[src/rtl/mswv_pkg.sv]
package mswv_pkg;

  // item kinds
  typedef enum logic [2:0] {
    KIND_INIT    = 3'd0,
    KIND_REG     = 3'd1,
    KIND_CHECKIN = 3'd2,
    KIND_CRUMB   = 3'd3,
    KIND_TICK    = 3'd4,
    KIND_QUERY   = 3'd5
  } kind_e;

  // sequencer states
  typedef enum logic [2:0] {
    ST_IDLE,
    ST_EXEC,
    ST_MOD,
    ST_DONE
  } state_e;

  localparam logic [15:0] HW_TIMEOUT_RST = 16'd1000;
  localparam logic [15:0] SAT16          = 16'hFFFF;
  localparam logic [11:0] RELOAD_MAX     = 12'd4095;
  localparam int          CNT_SHIFT      = 5;   // 32 counts per ms
  localparam int          NUM_DIV        = 7;   // dividers 4 .. 256
  localparam int          CNT_W          = 16 + CNT_SHIFT;

  typedef struct packed {
    logic [2:0]  kind;
    logic [7:0]  slot;
    logic [15:0] due_ms;
    logic [15:0] step_ms;
    logic [31:0] crumb_in;
  } item_t;

  typedef struct packed {
    logic        accepted;
    logic [2:0]  assigned_slot;
    logic        feed;
    logic        panic;
    logic [2:0]  stalled_slot;
    logic [15:0] elapsed_out;
    logic [31:0] crumb_out;
    logic [3:0]  slot_count;
    logic [2:0]  prescaler_code;
    logic [11:0] reload_value;
  } result_t;

  // one slot entry as stored in the table memory
  typedef struct packed {
    logic [15:0] deadline;
    logic [15:0] elapsed;
    logic [31:0] crumb;
  } entry_t;

  typedef struct packed {
    logic [2:0]  code;
    logic [11:0] reload;
  } dog_t;

endpackage

[src/rtl/mswv_ram.sv]
module mswv_ram #(
  parameter int WIDTH = 64,
  parameter int DEPTH = 8,
  localparam int AW = (DEPTH > 1) ? $clog2(DEPTH) : 1
) (
  input  logic             clk_i,
  input  logic             we_i,
  input  logic [AW-1:0]    waddr_i,
  input  logic [WIDTH-1:0] wdata_i,
  input  logic             re_i,
  input  logic [AW-1:0]    raddr_i,
  output logic [WIDTH-1:0] rdata_o
);

  logic [WIDTH-1:0] mem_q [DEPTH];
  logic [WIDTH-1:0] rdata_q;

  always_ff @(posedge clk_i) begin
    if (we_i) begin
      mem_q[waddr_i] <= wdata_i;
    end
    if (re_i) begin
      rdata_q <= mem_q[raddr_i];
    end
  end

  assign rdata_o = rdata_q;

endmodule

[src/rtl/mswv_dog.sv]
module mswv_dog import mswv_pkg::*; (
  input  logic [15:0] ms_i,
  output dog_t        dog_o
);

  logic [CNT_W-1:0] base;
  logic [CNT_W-1:0] cnt;

  assign base = {ms_i, {CNT_SHIFT{1'b0}}};

  // smallest divider that fits wins, so scan from the largest down
  always_comb begin
    dog_o.code   = 3'(NUM_DIV - 1);
    dog_o.reload = RELOAD_MAX;
    cnt          = '0;
    for (int k = NUM_DIV - 1; k >= 0; k--) begin
      cnt = base >> (k + 2);
      if (cnt <= CNT_W'(RELOAD_MAX)) begin
        dog_o.code   = 3'(k);
        dog_o.reload = (cnt == '0) ? 12'd1 : cnt[11:0];
      end
    end
  end

endmodule

[src/rtl/mswv_seq.sv]
module mswv_seq import mswv_pkg::*; #(
  parameter int MAX_SLOTS = 8,
  localparam int SW = (MAX_SLOTS > 1) ? $clog2(MAX_SLOTS) : 1,
  localparam int CW = $clog2(MAX_SLOTS + 1),
  localparam int EW = $bits(entry_t)
) (
  input  logic          clk_i,
  input  logic          rst_ni,
  input  logic          in_valid_i,
  output logic          in_stall_o,
  input  item_t         item_i,
  input  dog_t          dog_i,
  input  logic          out_free_i,
  output logic          res_valid_o,
  output result_t       res_o,
  output logic          mem_we_o,
  output logic [SW-1:0] mem_waddr_o,
  output logic [EW-1:0] mem_wdata_o,
  output logic          mem_re_o,
  output logic [SW-1:0] mem_raddr_o,
  input  logic [EW-1:0] mem_rdata_i
);

  state_e        state_q, state_d;
  item_t         item_q, item_d;
  result_t       res_q, res_d;
  logic [CW-1:0] count_q, count_d;
  logic [SW-1:0] idx_q, idx_d;
  logic          armed_q, armed_d;
  logic          panic_q, panic_d;

  entry_t          rd_entry, wr_entry;
  logic            slot_ok;
  logic [SW-1:0]   slot_idx;
  logic [16:0]     sum;
  logic [15:0]     nv;
  logic            last_slot;

  assign rd_entry  = entry_t'(mem_rdata_i);
  assign slot_ok   = {1'b0, item_q.slot} < 9'(count_q);
  assign slot_idx  = item_q.slot[SW-1:0];
  assign sum       = {1'b0, rd_entry.elapsed} + {1'b0, item_q.step_ms};
  assign nv        = sum[16] ? SAT16 : sum[15:0];
  assign last_slot = (CW'(idx_q) + CW'(1)) == count_q;

  assign in_stall_o  = (state_q != ST_IDLE);
  assign mem_wdata_o = EW'(wr_entry);

  always_comb begin
    res_o            = res_q;
    res_o.slot_count = 4'(count_q);
  end

  // next state
  always_comb begin
    state_d = state_q;
    case (state_q)
      ST_IDLE: begin
        if (in_valid_i) state_d = ST_EXEC;
      end
      ST_EXEC, ST_MOD: begin
        state_d = mem_re_o ? ST_MOD : ST_DONE;
      end
      ST_DONE: begin
        if (out_free_i) state_d = ST_IDLE;
      end
      default: state_d = ST_IDLE;
    endcase
  end

  // datapath and memory control
  always_comb begin
    item_d      = item_q;
    res_d       = res_q;
    count_d     = count_q;
    idx_d       = idx_q;
    armed_d     = armed_q;
    panic_d     = panic_q;
    mem_we_o    = 1'b0;
    mem_waddr_o = idx_q;
    wr_entry    = rd_entry;
    mem_re_o    = 1'b0;
    mem_raddr_o = idx_q;
    res_valid_o = 1'b0;
    case (state_q)
      ST_IDLE: begin
        if (in_valid_i) item_d = item_i;
      end
      ST_EXEC: begin
        res_d = '0;
        case (item_q.kind)
          KIND_INIT: begin
            count_d              = '0;
            panic_d              = 1'b0;
            armed_d              = 1'b1;
            res_d.accepted       = 1'b1;
            res_d.prescaler_code = dog_i.code;
            res_d.reload_value   = dog_i.reload;
          end
          KIND_REG: begin
            if (!panic_q && count_q < CW'(MAX_SLOTS)) begin
              mem_we_o            = 1'b1;
              mem_waddr_o         = SW'(count_q);
              wr_entry            = '{deadline: item_q.due_ms,
                                      elapsed: 16'd0, crumb: 32'd0};
              res_d.accepted      = 1'b1;
              res_d.assigned_slot = 3'(count_q);
              count_d             = count_q + CW'(1);
            end
          end
          KIND_CHECKIN, KIND_CRUMB: begin
            if (!panic_q && slot_ok) begin
              mem_re_o    = 1'b1;
              mem_raddr_o = slot_idx;
            end
          end
          KIND_QUERY: begin
            if (slot_ok) begin
              mem_re_o    = 1'b1;
              mem_raddr_o = slot_idx;
            end
          end
          KIND_TICK: begin
            if (armed_q && !panic_q) begin
              res_d.accepted = 1'b1;
              idx_d          = '0;
              if (count_q != '0) begin
                mem_re_o    = 1'b1;
                mem_raddr_o = '0;
              end else begin
                res_d.feed = 1'b1;
              end
            end
          end
          default: ;
        endcase
      end
      ST_MOD: begin
        case (item_q.kind)
          KIND_CHECKIN: begin
            mem_we_o         = 1'b1;
            mem_waddr_o      = slot_idx;
            wr_entry.elapsed = 16'd0;
            res_d.accepted   = 1'b1;
          end
          KIND_CRUMB: begin
            mem_we_o       = 1'b1;
            mem_waddr_o    = slot_idx;
            wr_entry.crumb = item_q.crumb_in;
            res_d.accepted = 1'b1;
          end
          KIND_QUERY: begin
            res_d.accepted    = 1'b1;
            res_d.elapsed_out = rd_entry.elapsed;
            res_d.crumb_out   = rd_entry.crumb;
          end
          KIND_TICK: begin
            // write back this slot, read the next one in the same cycle
            mem_we_o         = 1'b1;
            mem_waddr_o      = idx_q;
            wr_entry.elapsed = nv;
            if (nv > rd_entry.deadline) begin
              panic_d            = 1'b1;
              res_d.panic        = 1'b1;
              res_d.stalled_slot = 3'(idx_q);
            end else if (last_slot) begin
              res_d.feed = 1'b1;
            end else begin
              idx_d       = idx_q + SW'(1);
              mem_re_o    = 1'b1;
              mem_raddr_o = idx_q + SW'(1);
            end
          end
          default: ;
        endcase
      end
      ST_DONE: begin
        res_valid_o = out_free_i;
      end
      default: ;
    endcase
  end

  always_ff @(posedge clk_i or negedge rst_ni) begin
    if (!rst_ni) begin
      state_q <= ST_IDLE;
      count_q <= '0;
      armed_q <= 1'b0;
      panic_q <= 1'b0;
      idx_q   <= '0;
    end else begin
      state_q <= state_d;
      count_q <= count_d;
      armed_q <= armed_d;
      panic_q <= panic_d;
      idx_q   <= idx_d;
    end
  end

  always_ff @(posedge clk_i) begin
    item_q <= item_d;
    res_q  <= res_d;
  end

endmodule

[src/rtl/multi_slot_watchdog_voter.sv]
// path from input accept to result word: init, register, tick on an empty table and
//   refused items go from decode to the result; checkin, breadcrumb and query add a
//   table read step; a tick that walks n slots handles one slot per cycle through the
//   table memory port pair; the result is registered once the output register is free
// one word at a time, the next accepted the cycle after the result is registered
// reset clears control state and the voter comes up unarmed; table contents are
//   only read after a register word has written them
module multi_slot_watchdog_voter import mswv_pkg::*; #(
  parameter int MAX_SLOTS = 8,
  localparam int SW = (MAX_SLOTS > 1) ? $clog2(MAX_SLOTS) : 1,
  localparam int EW = $bits(entry_t)
) (
  input  logic        clk_i,
  input  logic        rst_ni,
  // configuration
  input  logic        cfg_we_i,
  input  logic [15:0] cfg_wdata_i,
  // input words
  input  logic        in_valid_i,
  output logic        in_stall_o,
  input  logic [2:0]  kind_i,
  input  logic [7:0]  slot_i,
  input  logic [15:0] due_ms_i,
  input  logic [15:0] step_ms_i,
  input  logic [31:0] crumb_in_i,
  // result words
  output logic        out_valid_o,
  input  logic        out_stall_i,
  output logic        accepted_o,
  output logic [2:0]  assigned_slot_o,
  output logic        feed_o,
  output logic        panic_o,
  output logic [2:0]  stalled_slot_o,
  output logic [15:0] elapsed_out_o,
  output logic [31:0] crumb_out_o,
  output logic [3:0]  slot_count_o,
  output logic [2:0]  prescaler_code_o,
  output logic [11:0] reload_value_o
);

  // hardware dog timeout, to be written by the user only while the voter is idle; not enforced here
  logic [15:0] hw_timeout_q;

  // output register, lets the sequencer finish while a result waits
  logic    out_valid_q;
  result_t out_q;
  logic    out_free;

  item_t   item;
  dog_t    dog;
  result_t res;
  logic    res_valid;

  // table memory port signals
  logic          mem_we;
  logic [SW-1:0] mem_waddr;
  logic [EW-1:0] mem_wdata;
  logic          mem_re;
  logic [SW-1:0] mem_raddr;
  logic [EW-1:0] mem_rdata;

  assign item = '{kind: kind_i, slot: slot_i, due_ms: due_ms_i,
                  step_ms: step_ms_i, crumb_in: crumb_in_i};

  assign out_free = !out_valid_q || !out_stall_i;

  always_ff @(posedge clk_i or negedge rst_ni) begin
    if (!rst_ni) begin
      hw_timeout_q <= HW_TIMEOUT_RST;
    end else if (cfg_we_i) begin
      hw_timeout_q <= cfg_wdata_i;
    end
  end

  always_ff @(posedge clk_i or negedge rst_ni) begin
    if (!rst_ni) begin
      out_valid_q <= 1'b0;
    end else if (res_valid) begin
      out_valid_q <= 1'b1;
    end else if (!out_stall_i) begin
      out_valid_q <= 1'b0;
    end
  end

  always_ff @(posedge clk_i) begin
    if (res_valid) begin
      out_q <= res;
    end
  end

  // prescaler and reload from the configured timeout, used by init
  mswv_dog u_dog (
    .ms_i  (hw_timeout_q),
    .dog_o (dog)
  );

  // item sequencer: decode, read-modify-write of the slot table, tick walk
  mswv_seq #(
    .MAX_SLOTS (MAX_SLOTS)
  ) u_seq (
    .clk_i       (clk_i),
    .rst_ni      (rst_ni),
    .in_valid_i  (in_valid_i),
    .in_stall_o  (in_stall_o),
    .item_i      (item),
    .dog_i       (dog),
    .out_free_i  (out_free),
    .res_valid_o (res_valid),
    .res_o       (res),
    .mem_we_o    (mem_we),
    .mem_waddr_o (mem_waddr),
    .mem_wdata_o (mem_wdata),
    .mem_re_o    (mem_re),
    .mem_raddr_o (mem_raddr),
    .mem_rdata_i (mem_rdata)
  );

  // one entry per slot: deadline, elapsed count, breadcrumb
  mswv_ram #(
    .WIDTH (EW),
    .DEPTH (MAX_SLOTS)
  ) u_table (
    .clk_i   (clk_i),
    .we_i    (mem_we),
    .waddr_i (mem_waddr),
    .wdata_i (mem_wdata),
    .re_i    (mem_re),
    .raddr_i (mem_raddr),
    .rdata_o (mem_rdata)
  );

  assign out_valid_o      = out_valid_q;
  assign accepted_o       = out_q.accepted;
  assign assigned_slot_o  = out_q.assigned_slot;
  assign feed_o           = out_q.feed;
  assign panic_o          = out_q.panic;
  assign stalled_slot_o   = out_q.stalled_slot;
  assign elapsed_out_o    = out_q.elapsed_out;
  assign crumb_out_o      = out_q.crumb_out;
  assign slot_count_o     = out_q.slot_count;
  assign prescaler_code_o = out_q.prescaler_code;
  assign reload_value_o   = out_q.reload_value;

endmodule

[config.mk]
export PLATFORM = sky130hd
export DESIGN_NAME = multi_slot_watchdog_voter
export DESIGN_NICKNAME = d
export VERILOG_FILES = /design/src/rtl/mswv_pkg.sv /design/src/rtl/mswv_ram.sv /design/src/rtl/mswv_dog.sv /design/src/rtl/mswv_seq.sv /design/src/rtl/multi_slot_watchdog_voter.sv
export SDC_FILE = /design/constraint.sdc
export NUM_CORES = 1
export LEC_CHECK = 0
export BUFFER_PORTS_ARGS = -buffer_cell sky130_fd_sc_hd__buf_2
export CORE_MARGIN = 4
export CORE_UTILIZATION = 50
export CTS_CLUSTER_SIZE = 20
export DETAILED_ROUTE_END_ITERATION = 8
export PLACE_DENSITY = 0.68
export SYNTH_ARGS = -nofsm -noshare
export SYNTH_HDL_FRONTEND = slang
export SYNTH_SLANG_ARGS = --single-unit
[constraint.sdc]
create_clock -name clk_i -period 8.17 [get_ports clk_i]
set_input_delay 0.817 -clock clk_i [delete_from_list [all_inputs] [get_ports clk_i]]
set_output_delay 0.817 -clock clk_i [all_outputs]
set_load 0.02 [all_outputs]
==> results_dict.tcl, run 1 <==
set metrics [dict create \
    status "completed" \
    synth_top_area_share_pct 71.45 \
    synth_top_area_cell "edfxtp_1" \
    slowest_delay_ns 0.73 \
    ctsHoldBuffers 0 \
    layout.cells.non_filler 3163 \
    cts.sinks 827 \
    critPathRequiredTime_ns 8.51 \
    cts_buffer_depth 3 \
    yosysWarnings 0 \
    grt_most_used_layer "met2" \
    row_count 94 \
    synth_flop_cell "edfxtp_1" \
    first_pass_iters 5 \
    grt_use_met3_pct 3.326 \
    synthCells 2096 \
    synth_edf_count 799 \
    p_leak_nw 13.10 \
    path_clk_slew_ns 0.06 \
    avgViaCountPerCell 6.260 \
    synth_commonest_cells "edfxtp_1, and3_1, a2111oi_0" \
    startpoint_type "flip-flop" \
    synth_most_common_cell "edfxtp_1" \
    place_area_um2 35360 \
    fp.dieH_um 267.1 \
    cts-root-buf "clkbuf_16" \
    fin_crit_ns 7.317 \
    num_vias 19800 \
    drcViolationCount 0 \
    crit_slowest_cell "nor4_2" \
    synth_area_leaders "edfxtp_1, and3_1, a2111oi_0, mux2i_1, a2111oi_1" \
    h-tree-depth 3 \
    grt_pass1_vias 19920 \
    slew_viol_final 0 \
    place.gp.congestion 0.8985 \
    fin_crit_sh_pct 89.56 \
    finalHoldViolCount 0 \
    ys_async_sr_fraction_pct 3.386 \
    timing.final.ws_setup_ns 0.8527 \
    worstPathCellList "ha_1 -> fa_1 -> a21oi_1 -> o21bai_1 -> a2111oi_0 -> o21ai_0 -> o211ai_1 -> a21boi_0 -> a31o_2 -> or2_2 -> ha_1 -> nand4_1 -> nor4_2 -> nor2_1 -> o41ai_4 -> nand2_8 -> buf_12 -> a2111oi_0 -> a2111oi_1" \
    worst-slew-pin-transition_ns 1.182 \
    io_pins 174 \
    routed_wl_mm 80.03 \
    core-area_um2 66220 \
    rsz0062_at_grt "false" \
    initial_core_util_pct 50.71 \
    fin_tns_setup_ns 0 \
    dpl_worst_slack_ns 1.040 \
    fmax_mhz 136.7 \
    syn_avg_cell_area_um2 16.02 \
    setup_viol 0 \
    critPathMaxFanout 148 \
    r2r-end "u_table.rdata_o[44]" \
    synth.distinct_cells 66 \
    crit_type "reg2reg" \
    cp-end-kind "flip-flop" \
    skew_ns 0.03596 \
    grt_max_degree 193 \
    fin_nets 2371 \
    n_antenna_cell 0 \
    synth-seq-area-share_pct 73.56 \
    overflow 0 \
    clk_latency_ns 0.64 \
    syn_nets 2236 \
    drive_gt1_share_pct 17.49 \
    slew_headroom_pct 21.02 \
    placed_cells 3009 \
    peakVddDrop_mv 0.4368 \
    syn_area_um2 33580 \
    r2r_cells 19 \
    placement.io_buffers 173 \
    die_width_um 267.1 \
    antenna_found_initial 1 \
    crit_buf_inv 1 \
    fill_cells 5062 \
    use_met2_pct 36.87 \
    cp.arrival_ns 7.66 \
    grt_pass1_wl_mm 120.7 \
    cts_buffers 84 \
    critPathTopFamily "compound AO/OA/AOI/OAI gates" \
    die_area_um2 71370 \
    grtUsageMet1_pct 30.03 \
    cts.repair.resized 0 \
    grt_usage_pct 22.05 \
    dpl.hpwl_mm 42.16 \
    wl_per_cell_um 25.30 \
    maxCapViolations 0 \
    cts_tree "built" \
    drt_iter0_markers 2037 \
    holdCritPathClass "in2async" \
    areaGrowthSynthToFinish_pct 13.30 \
    synth-seq-cells 827 \
    reg2reg_slack_ns 0.85 \
    p_per_area_nw_per_um2 370.2 \
    cp-startpoint "u_table.rdata_o[32]" \
    worstReg2RegStart "u_table.rdata_o[32]" \
    layout.cell_area.non_filler_um2 38050 \
    cts_setup_buffers 0 \
    ant_nets 0 \
]
worst reg2reg max path: cells and delay by family (launching register included):
family	cells	cell delay [ns]
fa+ha+maj	3	0.96
simple gates	5	1.92
flops	1	0.40
compound gates	10	3.41
buf+inv	1	0.36
logic make-up after synthesis:
family	Yosys count	share of synthesized area, %
buffers and inverters	197	2.474
muxes	103	3.175
AOI/OAI and AO/OA	466	11.24
xor gates and xnor gates	18	0.4695
DFF	827	73.56
adders and majority gates	44	1.662
and+or+nand+nor	441	7.415
cells in the final DEF (no fill, tap or decap), drive strengths merged, types with 8 or more instances in the layout:
master / Yosys / layout
a2111oi: 194 / 194
a211oi: 72 / 72
a21o: 10 / 10
a21oi: 41 / 41
a221oi: 8 / 8
a22o: 50 / 50
and2: 51 / 51
and3: 200 / 200
buf: 50 / 206
clkbuf: 107 / 104
clkinv: 1 / 37
dfrtp: 22 / 22
edfxtp: 799 / 799
ha: 43 / 43
inv: 39 / 43
mux2: 28 / 28
mux2i: 75 / 75
nand2: 57 / 57
nand2b: 17 / 17
nand3: 20 / 20
nor2: 48 / 48
nor3: 13 / 13
o21ai: 41 / 41
xnor2: 10 / 10
xor2: 8 / 8
sequential cells by signal (all words and copies together), names as in the netlist, 2 cells and up:
| signal | flops |
|---|---|
| u_seq.idx_q | 3 |
| elapsed_out_o | 16 |
| u_table.rdata_o | 64 |
| u_seq.item_q | 75 |
| u_seq.state_q | 2 |
| u_seq.count_q | 4 |
| reload_value_o | 12 |
| u_table.mem_q | 512 |
| assigned_slot_o | 3 |
| stalled_slot_o | 3 |
| prescaler_code_o | 3 |
| u_seq.res_o | 72 |
| hw_timeout_q | 16 |
| crumb_out_o | 32 |
| slot_count_o | 4 |
per-stage QoR:
| stage | power, mW | utilization (%) | hold WS [ns] |
|---|---|---|---|
| after global routing | 14.73 | 57.46 | 0.2658 |
| after CTS | 14.15 | 57.46 | 0.2142 |
| final | 14.08 | 57.46 | 0.2197 |
| after detailed placement | 10.41 | 53.40 | 0.4045 |
| after floorplan | 9.070 | - | 0.4003 |
| after global placement | 10.25 | 53.40 | 0.4022 |
report_power, final:
group          leakage, nW  switching (mW)  internal (mW)
clock                 1.32            1.58           2.16
sequential            7.64           0.211           5.77
combinational         4.14            2.99           1.39
total                 13.1            4.77           9.31
area by class of cell:
cell class / count / area, µm² / area share (%)
multi-input combinational: 1072 / 8185 / 21.51
clock buffer: 104 / 2261 / 5.943
sequential: 827 / 24700 / 64.93
timing repair buffer: 206 / 1239 / 3.256
tap: 864 / 1081 / 2.841
inverter: 40 / 150.1 / 0.3946
clock inverter: 50 / 427.9 / 1.125
per-layer routing:
| metal | wire (µm) | share of wire, % |
|---|---|---|
| met1 | 32700 | 41 |
| met2 | 39570 | 49 |
| met3 | 5779 | 7.2 |
| met4 | 1981 | 2.5 |
| met5 | 0 | 0 |
how the worst max path moves through the flow:
stage                           to  cells after the start
2_1_floorplan   u_table.rdata_o[0]                     19
3_3_place_gp    u_table.rdata_o[3]                     21
3_5_place_dp   u_table.rdata_o[11]                     21
4_1_cts        u_table.rdata_o[11]                     21
5_1_grt         u_table.rdata_o[5]                     21
6_report       u_table.rdata_o[44]                     19
Power figures use the tool's default switching activity.
==> inputs of run 2 (changes only) <==
Settings changed: SYNTH_HIERARCHICAL set to 1.
==> results_dict.tcl, run 2 <==
set metrics [dict create \
    synth_area_leaders "edfxtp_1, mux4_2, mux2_2, dfrtp_1, ha_1" \
    placement.io_buffers 173 \
    cp.arrival_ns 6.90 \
    grt_pass1_vias 17120 \
    antenna_found_initial 0 \
    drive_gt1_share_pct 28.63 \
    synth_most_common_cell "edfxtp_1" \
    synth_flop_cell "edfxtp_1" \
    cts.repair.resized 0 \
    total_power_mw 12.30 \
    timing.final.ws_setup_ns 1.662 \
    worst-slew-pin-transition_ns 1.035 \
    ctsHoldBuffers 0 \
    status "completed" \
    synth-seq-cells 827 \
    grt_usage_pct 19.94 \
    regMostFlops "u_table/mem_q" \
    cts_buffer_depth 3 \
    wl_per_cell_um 24.46 \
    routed_wl_mm 69.45 \
    crit_buf_inv 1 \
    layout.cell_area.non_filler_um2 37430 \
    final_common_cell "edfxtp_1" \
    h-tree-depth 3 \
    dpl.hpwl_mm 40.21 \
    largest_reg_flops 512 \
    ys_async_sr_fraction_pct 3.386 \
    overflow 0 \
    reg2reg_slack_ns 1.66 \
    critPathMaxFanout 90 \
    layout_common_cells "edfxtp_1, buf_2, mux4_2" \
    syn_nets 1854 \
    synth_edf_count 799 \
    worstPathCellList "ha_1 -> fa_1 -> a211oi_2 -> o211ai_2 -> a41oi_2 -> o21ai_2 -> nand2_1 -> o21ai_1 -> nand2b_1 -> ha_1 -> nand4_1 -> nor4_1 -> o21ai_1 -> a31oi_1 -> or3_1 -> nand2_1 -> o311ai_2 -> buf_12 -> mux4_2 -> mux2_2" \
    cts_setup_buffers 0 \
    avgViaCountPerCell 5.808 \
    grt_max_degree 129 \
    hold_slack_ns 0.2415 \
    fmax_mhz 153.6 \
    synthCells 1714 \
    peakVddDrop_mv 0.3152 \
    place.gp.congestion 0.8636 \
    p_leak_nw 12.56 \
    synth_top_area_share_pct 73.03 \
    num_vias 16490 \
    utilization_pct 57.86 \
    dpl_worst_slack_ns 1.646 \
    synth-seq-area-share_pct 75.18 \
    drt_iter0_markers 1511 \
    fp.dieH_um 264.3 \
    syn_avg_cell_area_um2 19.17 \
    crit_slowest_cell "buf_12" \
    finalHoldViolCount 0 \
    place_area_um2 34700 \
    maxCapViolations 0 \
    r2r_cells 20 \
    fin_nets 2059 \
    layout.cells.non_filler 2840 \
    startpoint_type "flip-flop" \
    crit_type "reg2reg" \
    row_count 93 \
    critPathTopFamily "compound AO/OA/AOI/OAI gates" \
    areaGrowthSynthToFinish_pct 13.93 \
    p_per_area_nw_per_um2 328.7 \
    first_pass_iters 5 \
    cts-root-buf "clkbuf_16" \
    slew_headroom_pct 30.99 \
    setup_viol 0 \
    worstReg2RegStart "u_table/rdata_o[32]" \
    ant_nets 0 \
    fin_tns_setup_ns 0 \
    cts_tree "built" \
    holdCritPathClass "in2async" \
    skew_ns 0.03807 \
    core-area_um2 64700 \
    placed_cells 2688 \
    slew_viol_final 0 \
    clk_latency_ns 0.65 \
    die_area_um2 69880 \
    syn_area_um2 32860 \
    synth_commonest_cells "edfxtp_1, mux4_2, nand2_1" \
    synth.distinct_cells 80 \
    path_clk_slew_ns 0.06 \
    io_pins 174 \
    drcViolationCount 0 \
    fin_crit_sh_pct 79.66 \
    synth_top_area_cell "edfxtp_1" \
    die_width_um 264.3 \
    r2r-end "u_table/rdata_o[2]" \
    cp-end-kind "flip-flop" \
    slowest_delay_ns 0.61 \
    rsz0062_at_grt "false" \
    initial_core_util_pct 50.78 \
    fin_crit_ns 6.508 \
    grt_pass1_wl_mm 106.2 \
    critPathRequiredTime_ns 8.56 \
    cts_buffers 84 \
    yosysWarnings 6 \
    cts.sinks 827 \
]
==> run 2: cell type report <==
cell class | instances | area, µm²
fillers | 4759 | 27260
flip-flops and latches | 827 | 24700
multi-input cells | 771 | 7695
clock buffers | 100 | 2182
repair buffers | 198 | 1091
well taps | 855 | 1070
clock inverters | 51 | 551.8
inverters | 37 | 138.9
diodes | 1 | 2.502
==> run 2: power breakdown <==
part	internal, mW	leakage [nW]	switching [mW]
Combinational	1.04	3.56	1.68
Clock	2.18	1.35	1.58
Sequential	5.62	7.65	0.201
Total	8.84	12.6	3.46
==> run 2: kinds of logic (layout without fill, tap and decap cells) <==
group / Yosys count / in the layout / share of synthesized area (%)
compound gates: 212 / 212 / 4.612
xor+xnor: 13 / 13 / 0.3466
fa+ha+maj: 44 / 44 / 1.698
buf+inv: 116 / 386 / 1.740
flops: 827 / 827 / 75.18
mux: 220 / 220 / 12.00
other cells: 0 / 1 / 0
simple gates: 282 / 282 / 4.425
==> run 2: how the worst max path moves through the flow <==
stage                              startpoint                   to  slack, ns  depth (start not counted)
after floorplan           u_table/rdata_o[32]   u_table/rdata_o[0]       1.05                         20
after global placement    u_table/rdata_o[32]  u_table/rdata_o[55]       1.80                         19
after detailed placement  u_table/rdata_o[32]   u_table/rdata_o[2]       1.65                         20
after CTS                 u_table/rdata_o[32]  u_table/rdata_o[38]       1.64                         20
after global routing      u_table/rdata_o[32]  u_table/rdata_o[25]       1.14                         20
final                     u_table/rdata_o[32]   u_table/rdata_o[2]       1.66                         20
==> run 2: metal layers <==
metal	share of wire [%]	up-vias	global-route usage (%)
li1	-	7280	-
met1	42	8439	28.04
met2	49	663	32.42
met3	6.9	112	3.731
met4	2.6	0	5.782
met5	0	-	0
